$ cat src/design/assert_macros.svh
// Assertion helpers shared by the RTL files.
// Every check runs on clk_i and is off while rst_ni is low.
`ifndef ASSERT_MACROS_SVH
`define ASSERT_MACROS_SVH

// The property must hold at every clock edge.
`define DRQ_ASSERT(name, prop, msg) \
  name: assert property (@(posedge clk_i) disable iff (!rst_ni) prop) \
    else $error(msg);

// The condition must never be true.
`define DRQ_NEVER(name, cond, msg) \
  name: assert property (@(posedge clk_i) disable iff (!rst_ni) !(cond)) \
    else $error(msg);

`endif

$ cat src/design/drq_ram.sv
// ----------------------------------------------------------------------------
// drq_ram
// Generic single write port, single read port RAM with registered read.
// ----------------------------------------------------------------------------
module drq_ram #(
  parameter int WIDTH = 8,
  parameter int DEPTH = 16
) (
  input  logic                     clk_i,
  input  logic                     wr_en_i,
  input  logic [$clog2(DEPTH)-1:0] wr_addr_i,
  input  logic [WIDTH-1:0]         wr_data_i,
  input  logic                     rd_en_i,
  input  logic [$clog2(DEPTH)-1:0] rd_addr_i,
  output logic [WIDTH-1:0]         rd_data_o
);

  logic [WIDTH-1:0] mem_q [DEPTH];
  logic [WIDTH-1:0] rd_data_q;

  always_ff @(posedge clk_i) begin
    if (wr_en_i) begin
      mem_q[wr_addr_i] <= wr_data_i;
    end
    if (rd_en_i) begin
      rd_data_q <= mem_q[rd_addr_i];
    end
  end

  assign rd_data_o = rd_data_q;

endmodule

$ cat config.mk
export PLATFORM = sky130hd
export DESIGN_NAME = drq_ram
export DESIGN_NICKNAME = d
export VERILOG_FILES = /design/src/design/assert_macros.svh /design/src/design/drq_ram.sv
export SDC_FILE = /design/constraint.sdc
export NUM_CORES = 1
export LEC_CHECK = 0
export ABC_AREA = 1
export BUFFER_PORTS_ARGS = -buffer_cell sky130_fd_sc_hd__buf_4
export CELL_PAD_IN_SITES_DETAIL_PLACEMENT = 1
export CELL_PAD_IN_SITES_GLOBAL_PLACEMENT = 1
export CORE_MARGIN = 4
export CORE_UTILIZATION = 49
export DETAILED_ROUTE_END_ITERATION = 8
export GPL_TIMING_DRIVEN = 0
export PLACE_DENSITY = 0.76
export SLEW_MARGIN = 20
export SYNTH_ARGS = -nofsm -noshare
export SYNTH_HDL_FRONTEND = slang
export SYNTH_SLANG_ARGS = --single-unit
$ cat constraint.sdc
create_clock -name clk_i -period 1.55 [get_ports clk_i]
set_input_delay 0.31 -clock clk_i [delete_from_list [all_inputs] [get_ports clk_i]]
set_output_delay 0.31 -clock clk_i [all_outputs]
set_load 0.01 [all_outputs]
# Yosys cells after proc, flatten, opt, wreduce, memory -nomap -nowiden
# Memories as Yosys holds them, arrays and structs flattened. A register that Yosys moved wholly into a read port is not among the register bits.
# Cells that the tools add are included.
# op_classes
n_div	0
eq_ne	0
reduce_logical	0
addsub	0
bitwise	0
n_mux	2
n_mul	0
order_cmp	0
shift	0
# op_table
op	n
$mux 1	2
# totals
latchBits	0
reg_bits	0
romBits	0
mem_bits_rw	128
memories	1
# memory_table
name	depth	width	read_ports	rd_ports_with_merged_regs	write_ports	line	source
mem_q	16	8	1	1	1	drq_ram.sv:18	logic [WIDTH-1:0] mem_q [DEPTH];

# Logic depth before layout (Yosys ltp)
# logic_depth
ltp_word	2
ltp_mapped	8

# Least setup slack after synthesis
# Ideal clock, no wire load.
# synth_path
path_kind	input -> register
from	in wr_addr_i[2]
to	mem mem_q[10][0], enable pin
n_path_buf	0
cell_stages	2
slack_ps	289
t_required_ps	1180
setup_ps	370
arrival_time_ps	891
cell_sequence	nand3b_1 > nor2_1
# synth_rtl
item	line	source
start: declaration	drq_ram.sv:11	input logic [$clog2(DEPTH)-1:0] wr_addr_i,
end: declaration	drq_ram.sv:18	
# No word-level cell before the write port.

# Worst setup path in the final report
# layout_path
from	in wr_addr_i[3]
to	mem mem_q[7][1], enable pin
# No word-level cell before the write port.

==> out/metrics.yaml <==
floorplan:
  fp.dieH_um: 117
  die_x_um: 117
  fp.dieArea_mm2: 0.0137
  start_util_pct: 50.6
  io_pins: 27
  row_count: 39
  core_area_mm2: 0.0116
final_layout:
  layout_commonest_cell: "nand2_1"
  final_nets: 612
  multi_input_area_mm2: 0.00121
  mostFrequentLayoutCells: "nand2_1, edfxtp_1, inv_1"
  layout-drive-gt1-share_pct: 12.7
  final_area_mm2: 0.00674
  area_growth_pct: 15.2
  num_antenna_cells: 0
  regArea_mm2: 0.00408
  final_cells: 749
  fillers: 1256
yosys:
  synth.net_count: 570
  netlist-cell-type-count: 11
  syn_inst: 551
  synthTopCellsByArea: "edfxtp_1, nand2_1, nand3_1"
  netlist_area_mm2: 0.00585
  yosysSeqAreaShare_pct: 69.8
  synth-seq-cells: 136
  postSynthAreaPerCell_um2: 10.6
  ys_warn_count: 0
  synth_area_leader_cell: "edfxtp_1"
  yosysTopAreaCellShare_pct: 69.8
critical_path:
  critPathArrivalTime_ns: 1.46
  cpPeakStageDelay_ns: 0.80
  crit_path_max_fanout: 8
  worstSetupPathType: "in -> reg"
  required_ns: 1.59
  crit_slowest_cell: "nor2_1"
  crit_chain: "buf_4 > nand3b_1 > nor2_1"
  startpoint_type: "primary input"
  crit_path_end_kind: "flop"
grt:
  grt_use_total_pct: 25.4
  antenna_found_initial: 1
  grt_first_pass_wirelength_mm: 24.4
  grt_pass1_vias: 4291
  grt-ovfl-total: 0
  grt_max_degree: 17
detailed_routing:
  drc: 0
  drtIter0Drc: 305
  viasPerCell: 5.38
  firstDrtPassIters: 5
  wirelength_mm: 15.9
  antenna_left: 0
  vias: 4029
  wl_per_cell_um: 21.3
placement:
  routabilityCongestion: 0.860
  placed_cells: 717
  post-place-ws_ns: -0.384
  io_buffers: 23
  place_area_mm2: 0.00620
  dpl.hpwl_mm: 10.6
timing:
  min_period_ns: 1.42
  drv_slew: 0
  period_share_pct: 91.8
  fin_ws_ns: 0.127
  fmax_mhz: 703
  slew_headroom_pct: 32.7
  setup_viol: 0
  finClkSkew_ns: 0.00352
  rsz0062_at_grt: "no"
  tightest_slew_ns: 1.01
  hold_viol: 0
flow_run:
  maxCapViolCount: 0
clock_tree:
  cts_tree: "built"
  numCtsBuffers: 17
  clk_pin_slew_ns: 0.06
  cts_resized: 0
  root_buffer: "clkbuf_16"
  clkLatencyLatePin_ns: 0.42
  cts_setup_buffers: 0
  cts_hold_buffers: 0
  cts_sinks: 136
  clockBufferDepth: 2
  ctsHtreeMaxLevel: 4
power_and_ir_drop:
  power.density_mw_per_mm2: 1250
  ir_drop_v: 0.000763
  leakage_nw: 2.90
hold_path:
  hold_class: "in -> reg"
run_status:
  status: "finished clean"
[kinds of logic after synthesis]
kind of cell | share of synthesized area (%)
and+or+nand+nor | 20.8
buffers and inverters | 9.39
DFF | 69.8
[per-stage QoR]
stage	setup TNS [ns]	utilization (%)	hold slack (ns)	power [W]
2_1_floorplan	0	-	0.409	0.00454
3_3_place_gp	-17.90	53.6	0.584	0.00479
3_5_place_dp	-24.75	53.6	0.594	0.00482
4_1_cts	0	58.3	0.149	0.00846
5_1_grt	0	58.3	0.165	0.00872
6_report	0	58.3	0.163	0.00842
[flip-flops by register name, indices dropped and copies added (netlist names)]
name	cells
mem_q	128
rd_data_o	8
[per-layer routing]
| layer | wire length (µm) | track usage (%) |
|---|---|---|
| met3 | 954 | 6.63 |
| met5 | 10 | 0 |
| met2 | 7660 | 40.0 |
| met4 | 324 | 8.41 |
| met1 | 6990 | 34.7 |
[cells in the mapped netlist]
cell type,number
nand2_1,173
edfxtp_1,136
inv_1,100
nand3_1,97
nor2_1,17
buf_2,13
buf_6,6
buf_4,4
inv_2,2
nand3b_1,2
buf_1,1
[worst paths after layout]
| path | cells past startpoint | slack (ns) | endpoint | from |
|---|---|---|---|---|
| setup reg to reg | 6 | 0.33 | rd_data_o[7] | mem_q[14][7] |
| setup / recovery | 3 | 0.13 | mem_q[7][1] | wr_addr_i[3] |
| hold / removal | 1 | 0.16 | rd_data_o[2] | rd_en_i |
| hold reg to reg | 6 | 0.82 | rd_data_o[5] | mem_q[13][5] |
[power by group]
group	switching [W]	internal (W)
Combinational	0.000405	0.000175
Sequential	0.0000213	0.00414
Clock	0.00150	0.00217
[worst max-delay path, delay by kind of cell]
kind                   cells  cell delay (ns)
AND/OR/NAND/NOR            2             1.03
buffers and inverters      1             0.12
[cell type report]
type / instances / area share, %
multi-input cells: 289 / 18.0
plain buffers: 24 / 2.47
inverters: 102 / 5.68
well taps: 143 / 2.66
clock inverters: 14 / 1.63
repair buffers: 23 / 2.56
flip-flops and latches: 136 / 60.6
clock buffers: 18 / 6.37
No activity file was read; power rests on OpenSTA's default activity.
