`config.mk`:
```
export PLATFORM = sky130hd
export DESIGN_NAME = drq_div
export DESIGN_NICKNAME = d
export VERILOG_FILES = /design/src/design/assert_macros.svh /design/src/design/drq_pkg.sv /design/src/design/drq_div.sv
export SDC_FILE = /design/constraint.sdc
export NUM_CORES = 1
export LEC_CHECK = 0
export ABC_AREA = 1
export BUFFER_PORTS_ARGS = -buffer_cell sky130_fd_sc_hd__buf_4
export CAP_MARGIN = 15
export CELL_PAD_IN_SITES_DETAIL_PLACEMENT = 1
export CELL_PAD_IN_SITES_GLOBAL_PLACEMENT = 1
export CORE_MARGIN = 2
export CORE_UTILIZATION = 36
export DETAILED_ROUTE_END_ITERATION = 8
export MAX_ROUTING_LAYER = met4
export PLACE_DENSITY_LB_ADDON = 0.1
export SYNTH_ARGS = -nofsm -noshare
export SYNTH_HDL_FRONTEND = slang
export SYNTH_SLANG_ARGS = --single-unit
```
`constraint.sdc`:
```
create_clock -name clk_i -period 2.03 [get_ports clk_i]
set_clock_uncertainty 0.05 [all_clocks]
set_input_delay 0.203 -clock clk_i [delete_from_list [all_inputs] [get_ports clk_i]]
set_output_delay 0.203 -clock clk_i [all_outputs]
set_load 0.05 [all_outputs]
```
`src/design/assert_macros.svh`:
```
// Assertion helpers shared by the RTL files.
// Every check runs on clk_i and is off while rst_ni is low.
`ifndef ASSERT_MACROS_SVH
`define ASSERT_MACROS_SVH

// The property must hold at every clock edge.
`define DRQ_ASSERT(name, prop, msg) \
  name: assert property (@(posedge clk_i) disable iff (!rst_ni) prop) \
    else $error(msg);

// The condition must never be true.
`define DRQ_NEVER(name, cond, msg) \
  name: assert property (@(posedge clk_i) disable iff (!rst_ni) !(cond)) \
    else $error(msg);

`endif

```
`src/design/drq_pkg.sv`:
```
// ----------------------------------------------------------------------------
// drq_pkg
// Shared types and constants of the damage rectangle queue.
// ----------------------------------------------------------------------------
package drq_pkg;

  // Draw results buffered per process item
  parameter int MAX_RESULTS = 64;
  parameter int RES_AW      = 6;   // result buffer address bits
  parameter int RES_CW      = 7;   // result count bits, holds MAX_RESULTS
  parameter int BUDGET_W    = 31;
  parameter int COUNT_W     = 6;

  // Function codes
  parameter logic FUNC_ADD  = 1'b0;
  parameter logic FUNC_PROC = 1'b1;

  typedef enum logic [14:0] {
    ST_IDLE  = 15'h0001,
    ST_HRD   = 15'h0002,  // head entry read back
    ST_HMUL  = 15'h0004,  // old pixel count, divider start
    ST_HDIV  = 15'h0008,  // strip rows of widened head
    ST_SRD   = 15'h0010,  // scan: issue read / append
    ST_SCHK  = 15'h0020,  // scan: compare widget / merge
    ST_PRD   = 15'h0040,  // drain: read head
    ST_PCHK  = 15'h0080,  // drain: rows in budget, divider start
    ST_PDIV  = 15'h0100,
    ST_PMUL  = 15'h0200,
    ST_PEMIT = 15'h0400,
    ST_FIN   = 15'h0800,
    ST_PLRD  = 15'h1000,  // playback: read result buffer
    ST_PLLD  = 15'h2000,  // playback: load output register
    ST_OUT   = 15'h4000
  } drq_state_e;

  typedef struct packed {
    logic busy;
    logic done;
  } div_stat_t;

endpackage

```
`src/design/drq_div.sv`:
```
// ----------------------------------------------------------------------------
// drq_div
// Restoring unsigned divider, one quotient bit per cycle.
// ----------------------------------------------------------------------------
module drq_div #(
  parameter int NW = 33,
  parameter int DW = 17
) (
  input  logic                     clk_i,
  input  logic                     rst_ni,
  input  logic                     start_i,
  input  logic [NW-1:0]            dividend_i,
  input  logic [DW-1:0]            divisor_i,
  output logic [NW-1:0]            quotient_o,
  output drq_pkg::div_stat_t       stat_o
);
  import drq_pkg::*;

  localparam int CNTW = $clog2(NW + 1);

  logic [NW-1:0]   q_q, q_d;
  logic [DW-1:0]   r_q, r_d;
  logic [DW-1:0]   d_q, d_d;
  logic [CNTW-1:0] cnt_q, cnt_d;
  logic            busy_q, busy_d;
  logic            done_q, done_d;
  logic [DW:0]     trial;
  logic [DW:0]     diff;
  logic            ge;

  always_comb begin
    trial  = {r_q, q_q[NW-1]};
    ge     = (trial >= {1'b0, d_q});
    diff   = trial - {1'b0, d_q};
    q_d    = q_q;
    r_d    = r_q;
    d_d    = d_q;
    cnt_d  = cnt_q;
    busy_d = busy_q;
    done_d = 1'b0;
    if (start_i) begin
      q_d    = dividend_i;
      r_d    = '0;
      d_d    = divisor_i;
      cnt_d  = CNTW'(NW);
      busy_d = 1'b1;
    end else if (busy_q) begin
      q_d   = {q_q[NW-2:0], ge};
      r_d   = ge ? diff[DW-1:0] : trial[DW-1:0];
      cnt_d = cnt_q - 1'b1;
      if (cnt_q == CNTW'(1)) begin
        busy_d = 1'b0;
        done_d = 1'b1;
      end
    end
  end

  always_ff @(posedge clk_i or negedge rst_ni) begin
    if (!rst_ni) begin
      busy_q <= 1'b0;
      done_q <= 1'b0;
      cnt_q  <= '0;
    end else begin
      busy_q <= busy_d;
      done_q <= done_d;
      cnt_q  <= cnt_d;
    end
  end

  always_ff @(posedge clk_i) begin
    q_q <= q_d;
    r_q <= r_d;
    d_q <= d_d;
  end

  assign quotient_o  = q_q;
  assign stat_o.busy = busy_q;
  assign stat_o.done = done_q;

endmodule

```
; ---- After elaboration in Yosys (flattened, before gate mapping)
; Index checks and enable logic that the tools add are counted.
; W data, S select, Z words.
[word_totals]
inputBits = 53
output_inout_bits = 35
register_bits = 75
[op_classes]
addsub = 2
muxes = 11
eq_ne = 1
n_reduce_logical = 1
order_cmp = 1
[ops]
columns = op, n
row1 = $mux W33, 2
row2 = $ge A18 B17 Y1, 1
row3 = $mux W17, 1
row4 = $sub A17 B17 Y17, 1
row5 = $mux W6, 2
row6 = $eq A6 B1 Y1 const B, 1
row7 = $mux W1, 6
row8 = $sub A6 B1 Y6 const B, 1
row9 = $reduce_bool A2 Y1, 1

; ---- Depth between registers and ports, before layout
; Gate-level depths: netlist (run 1).
[logic_depth]
word_depth = 4
ltp_mapped = 15
depth_no_buf = 15

; ---- Worst setup path after synthesis (run 1)
; No wires, ideal clock.
[synth_timing]
path_type = reg-to-reg
from = register q_q[32], in the netlist quotient_o[32]
to = register r_q[8]
setup_slack_ps = -238
synth_period_minus_slack_ps = 2268
required_time_ps = 1840
n_path_buf = 2
arrival_ps = 2079
setup_time_ps = 140
stages_incl_launch_ff = 13
path_cell_list = edfxtp_1 > inv_1 > ha_1 > inv_1 > fa_1 > nand3_1 > nand3_2 > nand2_2 > buf_6 > buf_6 > nand3_1 > nand3_1 > o21ai_2
[synth_via]
elab_chain_cells = 2
[synth_rtl]
columns = item, line
row1 = from (decl), drq_div.sv:21  ; logic [NW-1:0] q_q, q_d;
row2 = from (signal assigned), drq_div.sv:71  ; q_q <= q_d;
row3 = $sub A17 B17 Y17 or $ge A18 B17 Y1 (tied branches), "drq_div.sv:34, drq_div.sv:33"
row4 = $mux W17 (*), drq_div.sv:49  ; r_d = ge ? diff[DW-1:0] : trial[DW-1:0];
row5 = to (signal assigned), drq_div.sv:72  ; r_q <= r_d;
row6 = to (decl), drq_div.sv:22  ; logic [DW-1:0] r_q, r_d;
; Every way passes the cells marked *; elsewhere a longest branch is shown, timed or not.
; A chain may end at the register's enable or synchronous reset.

; ---- Worst setup path in the final report (run 1)
[layout_timing]
from = register q_q[32], in the netlist quotient_o[32]
to = register r_q[4]
; Same word-level chain as after synthesis.

==> summary.txt, run 1 <==
Clocking
  – Clk buf depth: 2
  – Clk sinks: 75
  – Root buffer cell: clkbuf_16
  – Clock buffer count from CTS: 9
  – H-tree Lvls: 3
  – Clock slew at reported path FFs: 60 ps
  – CTS tree: built
  – Clock Latency Late Sink: 340 ps

Floorplan
  – Die ar.: 12700 µm²
  – I/O pin count: 88
  – Core area: about 11000 µm²
  – Initial cell density of the core: 0.370
  – Die Height: 113 µm
  – Die Wd: 113 µm
  – FP Rows: 39

Yosys
  – Synthesis Warnings: 0
  – Yosys cell types: 35
  – Biggest area consumer among synthesized cells: edfxtp_1
  – Area share of the largest cell type after synthesis: 0.354
  – Area contributors post-synth: edfxtp_1, nand2_1, dfxtp_1, inv_1, ha_1
  – FF+latch count, synth: 75
  – Synth Instances: 539
  – Sequential area share after synthesis: 0.481
  – Mapped cell area: ~4200 µm²
  – Net Count, Synth: roughly 610
  – Mean cell area of the mapped netlist: 7.88 µm²

Timing
  – Period utilization: 1.00
  – Pins Over Slew Limit: 0
  – Unrepaired setup endpoints after global routing: yes
  – Post-route setup slack: -7.64 ps
  – Hold Vio Cnt, Final: 0
  – Final setup viols: 1
  – Slew @ Worst Pin: 394 ps
  – FMAX: 0.491 GHz
  – Crit path time final: just over 2000 ps
  – Setup TNS: -7.64 ps
  – Slew margin rel.: 0.737

Setup path
  – CP Max Fanout: 4
  – Req. time, crit path: ~2200 ps
  – Startpoint types: flop
  – Crit path kind: reg2reg
  – Crit path max-delay cell type: edfxtp_1
  – Critical Path Max Stage Delay: 400 ps
  – Critical Path AT: 2220 ps
  – Crit Reg-Reg Startpoint: quotient_o[32]
  – R2r setup slk: -8 ps
  – Critical path, cell by cell: inv_2 -> ha_4 -> inv_2 -> fa_2 -> nand3_2 -> nand3_4 -> buf_4 -> buf_4 -> xnor2_2 -> nand2_1 -> nand3_1 -> o21ai_1
  – Worst Setup End Kind: flop
  – Crit path from: quotient_o[32]

Run
  – Max cap viols: 0

Status
  – Status: finished with violations
  – Failing checks: negative setup slack

Global route
  – Initial antenna violation count: 0
  – Vias in the first global route: 4159
  – Total congestion overflow: 0
  – Tot GR Track Use: 0.204
  – Largest net degree at the start of global routing: 30
  – First-pass GRT wire length: 19900 µm

Detailed routing
  – Drt total wl: 12800 µm
  – Antenna Nets Post-Route: 0
  – Drt first pass iters: 4
  – Via count: 3970
  – Via-per-instance ratio: 4.87
  – Iter 0 DRT Violations: about 170
  – DRC viols: 0
  – Wire per inst: between 15 and 20 µm

Hold path
  – Worst Hold Class: in2reg
  – Hold Startpoint: dividend_i[13]

Final layout
  – Layout Utilization: 0.536
  – Share of layout cells above drive strength 1: 0.306
  – Design area: 6140 µm²
  – N_diodes: 0
  – # nets final: 741
  – Layout area overhead: 44.6%
  – Filler cell count: 1347

Power
  – Power per cell area: 1370 nW/µm²
  – Maximum VDD drop: 595 µV
  – Total power: around 8.4 mW
  – Cell leakage power: 3.03 nW

Placed design
  – Final GP Congestion: 0.873
  – Pre-CTS setup slack: -26.8 ps
  – Port bufs: 87
  – Final HPWL from detailed placement: 8650 µm
  – Area after DPL: 5160 µm²
what timing repair did:
item,CTS,global route
pin swaps,1,11
gates cloned,0,3
setup buffers,2,6
setup endpoints to repair,3,18
hold buffers,18,0
gates resized for setup,1,69
endpoints found under the hold margin,25,0
area by class of cell:
cell class	count	area, µm²	area share
Multi-Input combinational cell	373	2180	0.354
Clock buffer	9	225	0.0367
Inverter	75	283	0.0460
Sequential cell	75	2040	0.332
Timing Repair Buffer	134	1140	0.186
Clock inverter	7	91.3	0.0149
Tap cell	143	179	0.0291
where the power goes:
group          switching (mW)  internal (mW)
sequential              0.276           1.98
clock                   0.644           1.07
combinational            2.51           1.93
total                    3.43           4.97
stage by stage:
stage | hold WS (ps) | cells
2_1_floorplan | -143 | 539
3_3_place_gp | -18.0 | 771
3_5_place_dp | -18.8 | 771
4_1_cts | 64.0 | 807
5_1_grt | 79.6 | 816
6_report | 83.1 | 816
layout by cell type (no fill, tap or decap), drive strengths merged:
cell and count:
fa 1, nand2 231, clkbuf 12, xor2 1, buf 113, nand4 2
clkinv 3, a21oi 16, edfxtp 50, o21ai 14, a31oi 1, o22ai 1
nand3 40, and2 1, o21a 1, dfxtp 17, inv 75, nor2 21
dfrtp 8, or2 1, nand3b 11, clkinvlp 2, nor3 5, xnor2 6
ha 19, o21bai 1, bufinv 2, dlygate4sd3 18
metal layers:
layer | vias to the layer above | global-route usage | part of all wire
met3 | 25 | 0.0454 | 0.043
met1 | 1884 | 0.249 | 0.45
li1 | 1962 | - | -
met4 | 0 | 0.0740 | 0.022
met5 | - | - | 0
met2 | 99 | 0.331 | 0.49
Yosys cell counts (all sizes together):
| cell type | count |
|---|---|
| nand3b | 11 |
| dfxtp | 17 |
| a31oi | 1 |
| and2 | 1 |
| o21bai | 1 |
| nor3 | 5 |
| nand4 | 2 |
| edfxtp | 50 |
| xnor2 | 6 |
| nor2 | 21 |
| buf | 9 |
| xor2 | 1 |
| clkinv | 1 |
| dfrtp | 8 |
| clkbuf | 7 |
| nand2 | 231 |
| nand3 | 40 |
| or2 | 1 |
| a21oi | 16 |
| o21ai | 14 |
| o21a | 1 |
| ha | 19 |
| inv | 74 |
| fa | 1 |
| o22ai | 1 |
worst max-delay path: cells and delay by family, from the launching register on:
family | cells | cell delay, ps
fa+ha+maj | 2 | 530
buf+inv | 4 | 420
flops | 1 | 400
simple gates | 4 | 340
xor+xnor | 1 | 130
compound gates | 1 | 60
final timing paths:
kind | to | cells after the start
worst max-delay path | r_q[4] | 12
worst min-delay path | quotient_o[13] | 3
worst max register to register | r_q[4] | 12
worst min register to register | r_q[15] | 2
max in group asynchronous | done_q | 2
min in group asynchronous | cnt_q[3] | 2
flip-flops by register name (all words and copies together), names as in the netlist:
name and cells:
quotient_o 33, done_q 1, cnt_q 6, r_q 17, busy_q 1, d_q 17
cells by family (layout without fill, tap and decap cells):
kind of cell               after synthesis  in the layout  synth area share
and+or+nand+nor                        312            312             0.310
buffers and inverters                   91            225            0.0913
DFF                                     75             75             0.481
AOI/OAI and AO/OA                       34             34            0.0427
adders and majority gates               20             20            0.0607
xor gates and xnor gates                 7              7            0.0144
Power figures use the tool's default switching activity.
==> inputs of run 2 (changes only) <==
--- a/config.mk
+++ b/config.mk
@@ -18,3 +18,4 @@
 export SYNTH_ARGS = -nofsm -noshare
 export SYNTH_HDL_FRONTEND = slang
 export SYNTH_SLANG_ARGS = --single-unit
+export TNS_END_PERCENT = 20
==> constraint.sdc (replaced) <==
create_clock -name clk_i -period 1.73 [get_ports clk_i]
set_clock_uncertainty 0.05 [all_clocks]
set_input_delay 0.173 -clock clk_i [delete_from_list [all_inputs] [get_ports clk_i]]
set_output_delay 0.173 -clock clk_i [all_outputs]
set_load 0.05 [all_outputs]
==> summary.txt, run 2 (synthesized netlist as in run 1, its figures left out) <==
Placed design
  – Final HPWL from detailed placement: 9380 µm
  – Final GP Congestion: 0.865
  – Port bufs: 87

Run
  – Max cap viols: 0

Global route
  – Initial antenna violation count: 0
  – Largest net degree at the start of global routing: 28
  – Total congestion overflow: 0
  – Vias in the first global route: 4498
  – First-pass GRT wire length: 21800 µm
  – Tot GR Track Use: 0.223

Detailed routing
  – Via count: 4176
  – Antenna Nets Post-Route: 0
  – Drt total wl: 13400 µm
  – Wire per inst: 15.6 µm
  – Iter 0 DRT Violations: 156
  – DRC viols: 0
  – Via-per-instance ratio: 4.84
  – Drt first pass iters: 4

Timing
  – FMAX: slightly below 0.5 GHz
  – Slew margin rel.: 0.758
  – Hold Vio Cnt, Final: 0
  – Unrepaired setup endpoints after global routing: yes
  – Period utilization: 1.16
  – Crit path time final: 2010 ps
  – Pins Over Slew Limit: 0
  – Post-route setup slack: -282 ps
  – Hold WS: 62.1 ps
  – Final setup viols: 18
  – Slew @ Worst Pin: 363 ps

Final layout
  – # nets final: approximately 790
  – Commonest non-fill, non-tap cell in the layout: nand2_1
  – Commonest non-fill, non-tap cells in the layout: nand2_1, buf_4, inv_1
  – Largest register FFs: 33
  – Layout Utilization: 0.549
  – Share of layout cells above drive strength 1: 0.332
  – N_diodes: 0
  – Layout area overhead: 48.3%

Setup path
  – Crit path kind: reg2reg
  – Req. time, crit path: 1940 ps
  – Critical path, cell by cell: inv_1 -> ha_4 -> nand2_2 -> inv_1 -> nand2_1 -> nand2_1 -> inv_2 -> nand3_2 -> nand2_4 -> nand2_2 -> buf_12 -> nand2_1 -> nand3_1 -> o21ai_1
  – Critical Path Max Stage Delay: approximately 370 ps
  – FF-to-FF path depth: 14
  – Critical Path AT: 2220 ps
  – Crit path max-delay cell type: edfxtp_1
  – Most frequent CP cell: nand2_1
  – CP Max Fanout: 12
  – Worst Setup End Kind: flop
  – Startpoint types: flop

Clocking
  – H-tree Lvls: 3
  – Clock buffer count from CTS: 9
  – Clock Latency Late Sink: ~330 ps
  – CTS tree: built
  – Root buffer cell: clkbuf_16
  – Clk buf depth: 2
  – Clock slew at reported path FFs: 60 ps
  – Clk sinks: 75

Power
  – Design internal power: 5.68 mW
  – Switching Share: 0.415
  – Maximum VDD drop: 708 µV
  – Power per cell area: between 1500 and 2000 nW/µm²
  – Sequential share of power: 0.267
  – Cell leakage power: 3.23 nW
  – Clock power frac: 0.173
  – Gate power share: 0.560
  – Net switching power: around 4.0 mW

Hold path
  – Worst Hold Class: in2reg
  – Min-Delay Path Depth: 3

Status
  – Status: finished with violations
  – Failing checks: negative setup slack

Floorplan
  – Die Wd: 113 µm
  – FP Rows: 39
  – Die Height: 113 µm
  – Die ar.: 12700 µm²
  – Core area: 11500 µm²
  – Initial cell density of the core: 0.370
  – I/O pin count: 88
run 2: cell count changes in the layout (fill, tap and decap cells not counted), moves of 3 or more:
cell / change
clkbuf_1: +4
inv_2: -9
nand3_2: +4
buf_4: +49
nand2_1: -3
inv_1: +9
nand3_1: -3
clkbuf_16: -3
nand2_2: +4
ha_4: -7
ha_1: +7
run 2: cell type report:
cell class	instances	area, µm²
flip-flops and latches	75	2040
fillers	1419	5170
clock inverters	3	16.3
inverters	75	282
well taps	143	179
clock buffers	13	240
multi-input cells	373	2100
repair buffers	181	1440
run 2: power groups by stage:
stage / sequential, mW / combinational, mW / clock [mW]
finish: 2.59 / 5.44 / 1.67
global route: 2.64 / 6.01 / 1.80
CTS: 2.58 / 5.08 / 1.71
detailed placement: 2.56 / 4.75 / 0
global placement: 2.55 / 4.60 / 0
floorplan: 2.94 / 2.45 / 0
run 2: through the flow:
| step | setup WS, ps | TNS, ps | power [mW] | cells | area [µm²] |
|---|---|---|---|---|---|
| finish | -282 | -4140 | 9.71 | 863 | 6300 |
| global placement | -299 | -4360 | 7.15 | 824 | 5530 |
| CTS | -230 | -3250 | 9.37 | 861 | 6150 |
| detailed placement | -322 | -4490 | 7.31 | 824 | 5530 |
| floorplan | -450 | -19700 | 5.39 | 539 | 4260 |
| global route | -434 | -6690 | 10.4 | 863 | 6300 |
run 2: worst max-delay path: cells and delay by family, from the launching register on:
| family | cells | cell delay (ps) |
|---|---|---|
| simple gates | 8 | 780 |
| buf+inv | 4 | 430 |
| flops | 1 | 370 |
| fa+ha+maj | 1 | 220 |
| compound gates | 1 | 90 |
run 2: worst paths after layout:
check	from	endpoint	slack, ps
setup / recovery	d_q[9]	r_q[7]	-280
hold / removal	dividend_i[19]	quotient_o[19]	60
setup reg to reg	d_q[9]	r_q[7]	-280
hold reg to reg	r_q[7]	r_q[7]	440
max in group asynchronous	rst_ni	cnt_q[1]	1350
min in group asynchronous	rst_ni	busy_q	150
run 2: repair_timing:
item,4_1_cts,5_1_grt
endpoints found under the hold margin,25,0
pin swaps,8,14
hold buffers,18,0
resized for setup,29,33
buffers inserted,3,2
setup endpoints to repair,18,18
run 2: per-layer routing:
layer | vias up | part of all wire | track usage | wire, µm
li1 | 2057 | - | - | -
met1 | 1985 | 0.44 | 0.273 | 5890
met2 | 102 | 0.48 | 0.364 | 6510
met3 | 32 | 0.046 | 0.0432 | 622
met4 | 0 | 0.032 | 0.0854 | 425
met5 | - | 0 | - | 0
